`src/rtl/mecanum_wheel_speed_limiter_unit_defines.svh`:
```
// Assertion macros shared by the speed limiter RTL.
`ifndef MECANUM_WHEEL_SPEED_LIMITER_UNIT_DEFINES_SVH
`define MECANUM_WHEEL_SPEED_LIMITER_UNIT_DEFINES_SVH

// Check a condition in the same cycle as its trigger.
`define MWSL_ASSERT_IMP(lbl, ante, cons, msg) \
    lbl: assert property (@(posedge clk) disable iff (!rst_n) (ante) |-> (cons)) \
        else $error(msg);

// Check a condition in the cycle after its trigger.
`define MWSL_ASSERT_NXT(lbl, ante, cons, msg) \
    lbl: assert property (@(posedge clk) disable iff (!rst_n) (ante) |=> (cons)) \
        else $error(msg);

`endif

```
`src/rtl/mwsl_pkg.sv`:
```
package mwsl_pkg;

    localparam int MAG_W     = 15;
    localparam int LIN_W     = 31;
    localparam int LMAG_W    = 30;
    localparam int PROD_W    = 46;
    localparam int FRAC_DROP = 24;
    localparam int ACC_W     = 2 * MAG_W;
    localparam int DIV_STEPS = MAG_W;
    localparam int NUM_WHEELS = 4;

    localparam logic [MAG_W-1:0] SPEED_SAT = 15'h7FFF;

    localparam logic [11:0] LEVER_RESET = 12'd800;
    localparam logic [15:0] GAIN_RESET  = 16'd4096;
    localparam logic [14:0] LIMIT_RESET = 15'd8000;

    typedef enum logic [1:0] {
        REG_LEVER = 2'd0,
        REG_GAIN  = 2'd1,
        REG_LIMIT = 2'd2
    } reg_idx_t;

    typedef struct packed {
        logic signed [15:0] vel_x;
        logic signed [15:0] vel_y;
        logic signed [15:0] yaw_rate;
    } in_t;

    typedef struct packed {
        logic signed [15:0] wheel_one_speed;
        logic signed [15:0] wheel_two_speed;
        logic signed [15:0] wheel_three_speed;
        logic signed [15:0] wheel_four_speed;
        logic               was_limited;
    } out_t;

    typedef struct packed {
        logic [11:0] lever_arm_sum;
        logic [15:0] speed_gain;
        logic [14:0] speed_limit;
    } cfg_t;

    // Classified command: output sign and saturated magnitude per wheel
    typedef struct packed {
        logic [NUM_WHEELS-1:0]            neg;
        logic [NUM_WHEELS-1:0][MAG_W-1:0] mag;
        logic [MAG_W-1:0]                 max_mag;
        logic                             limited;
    } cls_t;

    typedef struct packed {
        logic valid;
        cls_t item;
    } push_t;

endpackage

```
`src/rtl/mwsl_queue.sv`:
```
`include "mecanum_wheel_speed_limiter_unit_defines.svh"

module mwsl_queue #(
    parameter int DEPTH = 4
) (
    input  logic            clk,
    input  logic            rst_n,
    input  mwsl_pkg::push_t push,
    output logic            full,
    input  logic            pop,
    output logic            q_valid,
    output mwsl_pkg::cls_t  q_item
);

    localparam int PTR_W = (DEPTH > 1) ? $clog2(DEPTH) : 1;
    localparam int CNT_W = $clog2(DEPTH + 1);

    mwsl_pkg::cls_t   mem_reg [DEPTH];
    logic [PTR_W-1:0] wr_ptr_reg;
    logic [PTR_W-1:0] wr_ptr_next;
    logic [PTR_W-1:0] rd_ptr_reg;
    logic [PTR_W-1:0] rd_ptr_next;
    logic [CNT_W-1:0] count_reg;
    logic [CNT_W-1:0] count_next;
    logic             push_fire;
    logic             pop_fire;

    assign full      = (count_reg == CNT_W'(DEPTH));
    assign q_valid   = (count_reg != '0);
    assign q_item    = mem_reg[rd_ptr_reg];
    assign push_fire = push.valid && !full;
    assign pop_fire  = pop && q_valid;

    always_comb
    begin
        wr_ptr_next = wr_ptr_reg;
        rd_ptr_next = rd_ptr_reg;
        count_next  = count_reg;
        if (push_fire)
            wr_ptr_next = (wr_ptr_reg == PTR_W'(DEPTH - 1)) ? '0 : wr_ptr_reg + 1'b1;
        if (pop_fire)
            rd_ptr_next = (rd_ptr_reg == PTR_W'(DEPTH - 1)) ? '0 : rd_ptr_reg + 1'b1;
        if (push_fire && !pop_fire)
            count_next = count_reg + 1'b1;
        else if (!push_fire && pop_fire)
            count_next = count_reg - 1'b1;
    end

    always_ff @(posedge clk or negedge rst_n)
    begin
        if (!rst_n)
        begin
            wr_ptr_reg <= '0;
            rd_ptr_reg <= '0;
            count_reg  <= '0;
        end
        else
        begin
            wr_ptr_reg <= wr_ptr_next;
            rd_ptr_reg <= rd_ptr_next;
            count_reg  <= count_next;
        end
    end

    always_ff @(posedge clk)
    begin
        if (push_fire)
            mem_reg[wr_ptr_reg] <= push.item;
    end

    `MWSL_ASSERT_IMP(a_count_bound, 1'b1, count_reg <= CNT_W'(DEPTH), "queue count overflow")
    `MWSL_ASSERT_IMP(a_no_push_full, push.valid, !full, "front pushed into a full queue")

endmodule

```
`config.mk`:
```
export PLATFORM = sky130hd
export DESIGN_NAME = mwsl_queue
export DESIGN_NICKNAME = d
export VERILOG_FILES = /design/src/rtl/mwsl_pkg.sv /design/src/rtl/mwsl_queue.sv
export VERILOG_INCLUDE_DIRS = /design/src /design/src/rtl
export SDC_FILE = /design/constraint.sdc
export NUM_CORES = 1
export LEC_CHECK = 0
export BUFFER_PORTS_ARGS = -buffer_cell sky130_fd_sc_hd__buf_2
export CAP_MARGIN = 40
export CORE_MARGIN = 4
export CORE_UTILIZATION = 35
export CTS_BUF_LIST = sky130_fd_sc_hd__clkbuf_8
export CTS_CLUSTER_DIAMETER = 80
export DETAILED_ROUTE_END_ITERATION = 8
export PLACE_DENSITY_LB_ADDON = 0.15
export SLEW_MARGIN = 40
export SYNTH_ARGS = -nofsm -noshare
export SYNTH_HDL_FRONTEND = slang
export SYNTH_SLANG_ARGS = --single-unit
```
`constraint.sdc`:
```
create_clock -name clk -period 5 [get_ports clk]
set_input_delay 0.5 -clock clk [delete_from_list [all_inputs] [get_ports clk]]
set_output_delay 0.5 -clock clk [all_outputs]
set_load 0.05 [all_outputs]
```
==> results of run 1 <==
## layout by cell type (no fill, tap or decap), types with 4 or more instances in the layout
cell type,synthesis,final
sky130_fd_sc_hd__inv_1,3,19
sky130_fd_sc_hd__buf_4,0,4
sky130_fd_sc_hd__mux2_2,5,5
sky130_fd_sc_hd__ha_1,6,6
sky130_fd_sc_hd__edfxtp_1,320,320
sky130_fd_sc_hd__clkinv_1,0,12
sky130_fd_sc_hd__bufinv_16,0,5
sky130_fd_sc_hd__clkbuf_8,0,57
sky130_fd_sc_hd__clkinv_2,0,4
sky130_fd_sc_hd__buf_12,7,6
sky130_fd_sc_hd__dfrtp_1,7,5
sky130_fd_sc_hd__buf_2,9,165
sky130_fd_sc_hd__mux4_2,80,80
## power groups by stage
stage               Clock (mW)  Combinational [mW]  Sequential, mW
finish                    2.30                3.72            3.87
global route              2.54                3.94            3.94
CTS                       2.39                3.83            3.90
detailed placement           0                3.82            3.95
global placement             0                3.70            3.97
floorplan                    0                3.11            3.80
## how the worst min path moves through the flow
stage / startpoint / end / cells after the start
after floorplan: rst_n / count_reg[0] / 0
after global placement: rst_n / rd_ptr_reg[1] / 1
after detailed placement: rst_n / count_reg[1] / 1
after CTS: push[53] / mem_reg[3][53] / 1
after global routing: push[53] / mem_reg[3][53] / 1
final: push[49] / mem_reg[1][49] / 1
## repair_timing
item | in CTS | in global routing
resized for setup | 0 | 0
endpoints found under the hold margin | 7 | 0
buffers inserted | 0 | 0
hold buffers | 1 | 0
## final cells by class
type / instances / area [um2] / area share
clock inverters: 38 / 284.0 / 0.01960
well taps: 448 / 560.5 / 0.03869
inverters: 3 / 11.26 / 0.0007772
repair buffers: 176 / 985.9 / 0.06805
multi-input cells: 107 / 2071 / 0.1429
clock buffers: 57 / 784.5 / 0.05415
flip-flops and latches: 327 / 9792 / 0.6758
## cell families after synthesis
logic type,Yosys count,synth area share
multiplexers,85,0.1540
XOR/XNOR,3,0.002179
flip-flops,327,0.8111
buffers and inverters,21,0.01846
AND/OR/NAND/NOR,12,0.006327
adder cells (fa/ha/maj),7,0.007883
## metal layers
metal,GRT usage,vias to the layer above
met3,0.03736,50
met5,0,-
li1,-,2399
met2,0.2209,127
met4,0.04537,8
met1,0.1569,2849
## cell usage after synthesis (2+ instances only)
cell                       number  area share
sky130_fd_sc_hd__ha_1           6      0.0062
sky130_fd_sc_hd__xor2_1         2      0.0015
sky130_fd_sc_hd__dfrtp_1        7       0.015
sky130_fd_sc_hd__mux2_2         5      0.0047
sky130_fd_sc_hd__inv_1          3     0.00093
sky130_fd_sc_hd__buf_12         7       0.012
sky130_fd_sc_hd__nor2_1         4      0.0012
sky130_fd_sc_hd__and2_1         3      0.0016
sky130_fd_sc_hd__buf_2          9      0.0037
sky130_fd_sc_hd__edfxtp_1     320        0.80
sky130_fd_sc_hd__mux4_2        80        0.15
## through the flow
stage	setup WS, ns	hold WS [ns]	cell area, um2
finish	1.714	0.1368	14490
global route	1.446	0.08476	14490
CTS	1.533	0.07488	14490
detailed placement	2.189	0.3459	13410
global placement	2.211	0.3415	13330
floorplan	0.4400	0.2044	12060
==> reports/qor.csv, run 1 <==
metric;value;unit
flow.area_growth_from_synthesis;20.11;%
power.net_switching;3.835;mW
arrival;2.79;ns
crit_path_max_fo;50;
tritoncts.num_buffers;54;
start_util;0.3571;
synth_warn;0;
combPwrFrac;0.376;
final_setup_viols;0;
cts_num_sinks;327;
vias_per_inst;4.700;
finalNetCount;760;
synthesis.area_per_instance;26.51;um2
coreArea;33780;um2
worst_hold_path_type;in -> reg;
clock_latency;0.57;ns
finish.cell_count_without_fillers;1156;
highest_attainable_clock_frequency;304.3;MHz
timing_worst_setup_path_type;reg -> out;
largest_register_ff_count;320;
pin_count_of_the_biggest_net_entering_global_routing;63;
seq_power_share;0.391;
cell_area_synth;12060;um2
cpLargestDelayFamily;flip-flops;
cts_root_buffer;sky130_fd_sc_hd__clkbuf_8;
y_dimension_of_the_die;193.7;um
power;9.897;mW
worstPathCellList;buf_12 -> mux4_2 -> buf_2;
synth_seq_cells;327;
synth_edf_count;320;
ys_flop_type;sky130_fd_sc_hd__edfxtp_1;
unrepaired_setup_endpoints_after_global_routing;false;
switching_share;0.3875;
drt-wirelength-per-cell;20.68;um
synth_cells;455;
cap_violations;0;
io_buffers;165;
path_clk_slew;0.06;ns
antenna_found_initial;4;
crit_path_start_kind;flop;
synth-seq-area-share;0.8111;
dp_hpwl;14.50;mm
grt_pass1_wl;37.49;mm
rows;67;
slew-limit-headroom;0.5275;
worst-r2r-cell-count;4;
drtIter0Drc;262;
chipWidth;193.7;um
finalHoldViolCount;0;
maxUsedRoutingLayer;met5;
ios;166;
critical_path_required;4.50;ns
slew_at_the_pin_closest_to_its_max_slew_limit;0.7070;ns
min_period_over_period;0.6572;
power.ir.vdd_worst;0.0003778;V
cp_num_buf_inv;2;
syn_nets;546;
p_int;6.061;mW
tritoncts_clock_tree;done;
die_area;37500;um2
kind_of_end_point_of_the_critical_path;primary output;
ant_nets;0;
met2RoutedLength;12.37;mm
track_usage;0.1289;
post-route-min-period;3.286;ns
cellPowerDensity;683.1;nW/um2
drc;0;
outcome;finished clean;
timing.setup.tns;0;ns
slew_viol_final;0;
fin_worst_skew;0.01069;ns
startpoint;rd_ptr_reg[0];
vias;5433;
wl_met1;9.660;mm
regToRegStartpoint;count_reg[2];
detailedRoute.firstPassIterationCount;4;
crit_path_max_delay_cell_type;sky130_fd_sc_hd__dfrtp_4;
timing.reg2reg.setup_slack;2.75;ns
async_flop_share;0.02141;
met3_length;1.291;mm
cp_slowest_stage_delay;0.85;ns
regToRegEndpoint;mem_reg[2][67];
drive_above_1_share;0.4760;
p_leak;4.978;nW
gp_routability_congestion;0.6774;
cts.htree.levels;2;
total_grt_overflow;0;
cts.path.max_buffers;3;
fillerInstances;2932;
grt_pass1_vias;6260;
cp-endpoint;q_item[62];
power.share.clock;0.233;
finalCoreUtilization;0.4289;
drt-total-wl;23.90;mm
placed_cells_incl_taps;1060;
ys_types;20;
diodes;0;
number_of_logic_stages_on_the_critical_path_including_buffering;3;
No activity file was read; power rests on OpenSTA's default activity.
==> run 2, diff against run 1 <==
==> constraint.sdc (replaced) <==
create_clock -name clk -period 2.93 [get_ports clk]
set_input_delay 0.293 -clock clk [delete_from_list [all_inputs] [get_ports clk]]
set_output_delay 0.293 -clock clk [all_outputs]
set_load 0.05 [all_outputs]
==> run 2 against run 1 <==
Net effect: power grew 70%; largest power group is now combinational logic; utilization grew 2.3 points; non-clock buffer count grew 81; count of clock-buffer cells in the layout shrank 1.
==> reports/qor.csv, run 2 (same netlist as run 1, synthesis figures left out) <==
metric;value;unit;change
outcome;finished clean;;
finalCoreUtilization;0.4520;;+0.02315
tritoncts.num_buffers;55;;+1.9%
highest_attainable_clock_frequency;382.3;MHz;
p_leak;5.284;nW;+6.1%
worst-r2r-cell-count;8;;+4
pin_count_of_the_biggest_net_entering_global_routing;81;;+29%
finalHoldViolCount;0;;unchanged
worstPathCellList;buf_4 -> mux4_2 -> buf_2;;
coreArea;33780;um2;unchanged
rows;67;;unchanged
drt-total-wl;24.56;mm;+2.8%
total_grt_overflow;0;;unchanged
start_util;0.3571;;unchanged
drc;0;;unchanged
min_period_over_period;0.8927;;
drtIter0Drc;237;;-9.5%
gp_routability_congestion;0.7222;;+6.6%
slew_at_the_pin_closest_to_its_max_slew_limit;0.5820;ns;-0.1250 ns
slew-limit-headroom;0.6120;;+0.08444
number_of_logic_stages_on_the_critical_path_including_buffering;3;;unchanged
arrival;2.32;ns;-0.47 ns
layout_setup_ws;0.3144;ns;-1.399 ns
vias_per_inst;4.606;;-2.0%
crit_path_start_kind;flop;;
flow.area_growth_from_synthesis;26.59;%;
critical_path_required;2.64;ns;-1.86 ns
power.ir.vdd_worst;0.0007099;V;+88%
io_buffers;165;;unchanged
clock_latency;0.58;ns;about the same
vias;5739;;+5.6%
chipWidth;193.7;um;unchanged
kind_of_end_point_of_the_critical_path;primary output;;
cts.htree.levels;2;;unchanged
unrepaired_setup_endpoints_after_global_routing;false;;
timing_worst_setup_path_type;reg -> out;;
fin_worst_skew;0.02454;ns;+0.01385 ns
crit_path_max_fo;33;;-34%
ant_nets;0;;unchanged
power;16.85;mW;+70%
register_area;9792;um2;unchanged
fillerInstances;2871;;-2.1%
design_area;15270;um2;+5.4%
drt-wirelength-per-cell;19.71;um;-4.7%
final.hold.worst_slack;0.08611;ns;-0.05068 ns
grt_pass1_vias;6701;;+7.0%
cts_root_buffer;sky130_fd_sc_hd__clkbuf_8;;
finalNetCount;842;;+11%
post-route-min-period;2.616;ns;
dp_worst_setup_slack;0.8155;ns;-1.373 ns
y_dimension_of_the_die;193.7;um;unchanged
cts.path.max_buffers;3;;unchanged
multiInputGateArea;2071;um2;unchanged
cpLargestDelayFamily;flip-flops;;
slew_viol_final;0;;unchanged
cellPowerDensity;1103;nW/um2;+62%
cp_slowest_stage_delay;0.79;ns;-0.06 ns
cp_num_buf_inv;2;;unchanged
ios;166;;unchanged
mostFrequentLayoutCells;sky130_fd_sc_hd__edfxtp_1, sky130_fd_sc_hd__buf_2, sky130_fd_sc_hd__dlygate4sd3_1;;
crit_path_max_delay_cell_type;sky130_fd_sc_hd__dfrtp_4;;
largest_register_ff_count;320;;unchanged
track_usage;0.1322;;+0.003311
cts_num_sinks;327;;unchanged
final_setup_viols;0;;unchanged
grt_pass1_wl;38.63;mm;+3.0%
dp_hpwl;13.76;mm;-5.1%
antenna_found_initial;1;;-3
whs_path_depth;3;;+2
placedInstanceArea;13430;um2;+0.15%
detailedRoute.firstPassIterationCount;4;;unchanged
layout_commonest_cell;sky130_fd_sc_hd__edfxtp_1;;
die_area;37500;um2;unchanged
tritoncts_clock_tree;done;;
drive_above_1_share;0.4291;;-0.04688
worst_hold_path_type;in -> reg;;
path_clk_slew;0.06;ns;about the same
cap_violations;0;;unchanged
run 2: cell count changes in the layout (fill, tap and decap cells not counted), moves of 3 or more:
| cell | previous run | this run |
|---|---|---|
| sky130_fd_sc_hd__bufinv_16 | 5 | 2 |
| sky130_fd_sc_hd__clkinv_1 | 12 | 20 |
| sky130_fd_sc_hd__clkinv_2 | 4 | 9 |
| sky130_fd_sc_hd__clkinvlp_4 | 0 | 3 |
| sky130_fd_sc_hd__dlygate4sd3_1 | 1 | 81 |
| sky130_fd_sc_hd__inv_1 | 19 | 15 |
run 2: where the power goes:
part | total, mW | leakage [nW] | internal [mW] | switching, mW
Clock | 3.72 | 0.566 | 1.96 | 1.76
Sequential | 6.50 | 3.01 | 6.18 | 0.319
Combinational | 6.63 | 1.71 | 2.05 | 4.58
Total | 16.8 | 5.28 | 10.2 | 6.66
run 2: cell type report:
class / instances / share of cell area
clock buffer: 56 / 0.05047
multi-input combinational: 107 / 0.1356
inverter: 3 / 0.0007374
sequential: 327 / 0.6412
timing repair buffer: 257 / 0.1183
clock inverter: 47 / 0.01680
tap: 448 / 0.03671
antenna: 1 / 0.0001639
run 2: final timing paths:
check	start	to	slack [ns]
worst min register to register	count_reg[2]	count_reg[2]	0.51
max in group asynchronous	rst_n	rd_ptr_reg[1]	2.63
min in group asynchronous	rst_n	count_reg[1]	0.10
worst max-delay path	rd_ptr_reg[1]	q_item[48]	0.31
worst max register to register	count_reg[0]	count_reg[2]	0.82
worst min-delay path	pop	rd_ptr_reg[1]	0.09
run 2: worst reg2reg max path, stage by stage, from the launching register on:
cell and delay (ns):
sky130_fd_sc_hd__dfrtp_1 0.44, sky130_fd_sc_hd__or3_4 0.42, sky130_fd_sc_hd__nand2_2 0.10, sky130_fd_sc_hd__ha_1 0.19, sky130_fd_sc_hd__inv_1 0.06, sky130_fd_sc_hd__fa_1 0.37, sky130_fd_sc_hd__xor2_1 0.17, sky130_fd_sc_hd__nor2_1 0.11
sky130_fd_sc_hd__xor2_1 0.17
run 2: per-stage QoR:
| stage | TNS, ns | cells |
|---|---|---|
| 4_1_cts | 0 | 1245 |
| 6_report | 0 | 1246 |
| 5_1_grt | 0 | 1246 |
| 3_3_place_gp | 0 | 1061 |
| 2_1_floorplan | -22.09 | 455 |
| 3_5_place_dp | 0 | 1061 |
run 2: metal layers:
metal | GRT usage | vias to the layer above | part of all wire | routed length [um]
met5 | 0 | - | 0 | 0
met1 | 0.1595 | 2999 | 0.40 | 9799
met4 | 0.04432 | 0 | 0.024 | 594
li1 | - | 2566 | - | -
met3 | 0.03475 | 44 | 0.048 | 1190
met2 | 0.2321 | 130 | 0.53 | 12980
run 2: timing repair:
| action | 4_1_cts | 5_1_grt |
|---|---|---|
| hold endpoints to repair | 327 | 0 |
| endpoints found under the setup margin | 0 | 0 |
| hold buffers | 81 | 0 |
| buffers inserted | 0 | 0 |
| gates resized for setup | 0 | 0 |
==> run 3, diff against run 2 <==
--- a/config.mk
+++ b/config.mk
@@ -11,9 +11,10 @@
 export CORE_MARGIN = 4
 export CORE_UTILIZATION = 35
 export CTS_BUF_LIST = sky130_fd_sc_hd__clkbuf_8
-export CTS_CLUSTER_DIAMETER = 80
+export CTS_CLUSTER_DIAMETER = 50
 export DETAILED_ROUTE_END_ITERATION = 8
 export PLACE_DENSITY_LB_ADDON = 0.15
+export RECOVER_POWER = 50
 export SLEW_MARGIN = 40
 export SYNTH_ARGS = -nofsm -noshare
 export SYNTH_HDL_FRONTEND = slang
==> run 3 against run 2 <==
Net effect: global-route usage is 0.060 points lower; highest routed layer unchanged; sequential share of layout area is 0.53 points higher; die area unchanged; routed wire length shrank 0.46%; maximum frequency is essentially flat; sequential cell count unchanged.
==> reports/qor.csv, run 3 (same netlist as run 1, synthesis figures left out) <==
metric;value;unit;change
cts.htree.levels;2;;unchanged
vias;5762;;+0.40%
crit_path_max_delay_cell_type;sky130_fd_sc_hd__dfrtp_4;;
mostFrequentLayoutCells;sky130_fd_sc_hd__edfxtp_1, sky130_fd_sc_hd__buf_2, sky130_fd_sc_hd__dlygate4sd3_1, sky130_fd_sc_hd__clkbuf_1, sky130_fd_sc_hd__mux4_2;;
design_area;15150;um2;-0.82%
rows;67;;unchanged
io_buffers;165;;unchanged
cts_num_sinks;327;;unchanged
drtIter0Drc;219;;-7.6%
final_setup_viols;0;;unchanged
kind_of_end_point_of_the_critical_path;primary output;;
die_area;37500;um2;unchanged
ios;166;;unchanged
post_cts_resize_count;0;;unchanged
flow.area_growth_from_synthesis;25.56;%;
y_dimension_of_the_die;193.7;um;unchanged
min_period_over_period;0.8932;;about the same
tritoncts_clock_tree;done;;
gp_routability_congestion;0.7222;;unchanged
crit_path_max_fo;33;;unchanged
finalCoreUtilization;0.4483;;-0.003703
ant_nets;0;;unchanged
highest_attainable_clock_frequency;382.1;MHz;about the same
tritoncts.num_buffers;55;;unchanged
power.ir.vdd_worst;0.0007152;V;+0.75%
layout_commonest_cell;sky130_fd_sc_hd__edfxtp_1;;
chipWidth;193.7;um;unchanged
worst_hold_path_type;in -> reg;;
fin_worst_skew;0.03063;ns;+0.006084 ns
vias_per_inst;4.624;;+0.40%
outcome;finished clean;;
slew-limit-headroom;0.09079;;-0.5212
track_usage;0.1316;;-0.0006029
register_area;9792;um2;unchanged
cellPowerDensity;1110;nW/um2;+0.58%
clock_latency;0.58;ns;about the same
slew_viol_final;0;;unchanged
grt_pass1_vias;6684;;-0.25%
fillerInstances;2921;;+1.7%
start_util;0.3571;;unchanged
cts_root_buffer;sky130_fd_sc_hd__clkbuf_8;;
timing.setup.tns;0;ns;unchanged
timing_worst_setup_path_type;reg -> out;;
critical_path_required;2.64;ns;about the same
antenna_found_initial;1;;unchanged
drt-total-wl;24.45;mm;-0.46%
multiInputGateArea;2058;um2;-0.60%
p_leak;5.057;nW;-4.3%
worstPathCellList;buf_4 -> mux4_2 -> buf_2;;
grt_pass1_wl;38.49;mm;-0.38%
cp_slowest_stage_delay;0.79;ns;about the same
path_clk_slew;0.06;ns;about the same
postCtsSetupRepairBufs;0;;unchanged
largest_register_ff_count;320;;unchanged
cts.path.max_buffers;3;;unchanged
coreArea;33780;um2;unchanged
finalHoldViolCount;0;;unchanged
drive_above_1_share;0.3225;;-0.1066
power;16.81;mW;-0.24%
detailedRoute.firstPassIterationCount;4;;unchanged
finalNetCount;842;;unchanged
drc;0;;unchanged
crit_path_start_kind;flop;;
arrival;2.32;ns;about the same
post-route-min-period;2.617;ns;+0.001623 ns
pin_count_of_the_biggest_net_entering_global_routing;81;;unchanged
drt-wirelength-per-cell;19.62;um;-0.46%
cap_violations;0;;unchanged
total_grt_overflow;0;;unchanged
dp_hpwl;13.76;mm;unchanged
unrepaired_setup_endpoints_after_global_routing;false;;
placedInstanceArea;13430;um2;unchanged
slew_at_the_pin_closest_to_its_max_slew_limit;1.364;ns;+0.7818 ns
-- run 3: power breakdown --
group / switching [mW] / internal [mW]
sequential: 0.317 / 6.19
clock: 1.75 / 1.96
combinational: 4.58 / 2.01
total: 6.65 / 10.2
-- run 3: worst max-delay path: cells and delay by family (launching register included) --
family | cells | cell delay [ns]
buffers and inverters | 2 | 0.59
flip-flops | 1 | 0.79
multiplexers | 1 | 0.34
-- run 3: final timing paths --
check	slack [ns]	start	to	cells after the start
setup / recovery	0.31	rd_ptr_reg[1]	q_item[40]	3
hold / removal	0.09	pop	rd_ptr_reg[1]	3
setup reg to reg	0.50	count_reg[2]	mem_reg[1][16]	4
hold reg to reg	0.51	count_reg[2]	count_reg[2]	1
max in group asynchronous	2.41	rst_n	rd_ptr_reg[1]	2
min in group asynchronous	0.18	rst_n	wr_ptr_reg[0]	2
-- run 3: metal layers --
metal  track usage  wire length, um
met1        0.1595             9697
met2        0.2311            13020
met3       0.03423             1227
met4       0.04275              503
met5             0                0
-- run 3: what timing repair did --
item                                    in CTS  in global routing
endpoints found under the hold margin      327                  0
hold buffers                                81                  0
endpoints found under the setup margin       0                  0
-- run 3: per-stage QoR --
step,std cells,setup WS [ns],hold WS (ns)
2_1_floorplan,455,-0.2761,-0.002591
3_3_place_gp,1061,0.8240,0.1341
3_5_place_dp,1061,0.8155,0.1377
4_1_cts,1245,0.1757,0.02424
5_1_grt,1246,0.1643,0.05082
6_report,1246,0.3128,0.08613
-- run 3: cell type report --
| class | instances | area share |
|---|---|---|
| well taps | 448 | 0.03701 |
| clock buffers | 56 | 0.05089 |
| inverters | 3 | 0.0007435 |
| repair buffers | 257 | 0.1118 |
| multi-input cells | 107 | 0.1359 |
| clock inverters | 47 | 0.01702 |
| diodes | 1 | 0.0001652 |
| flip-flops and latches | 327 | 0.6465 |
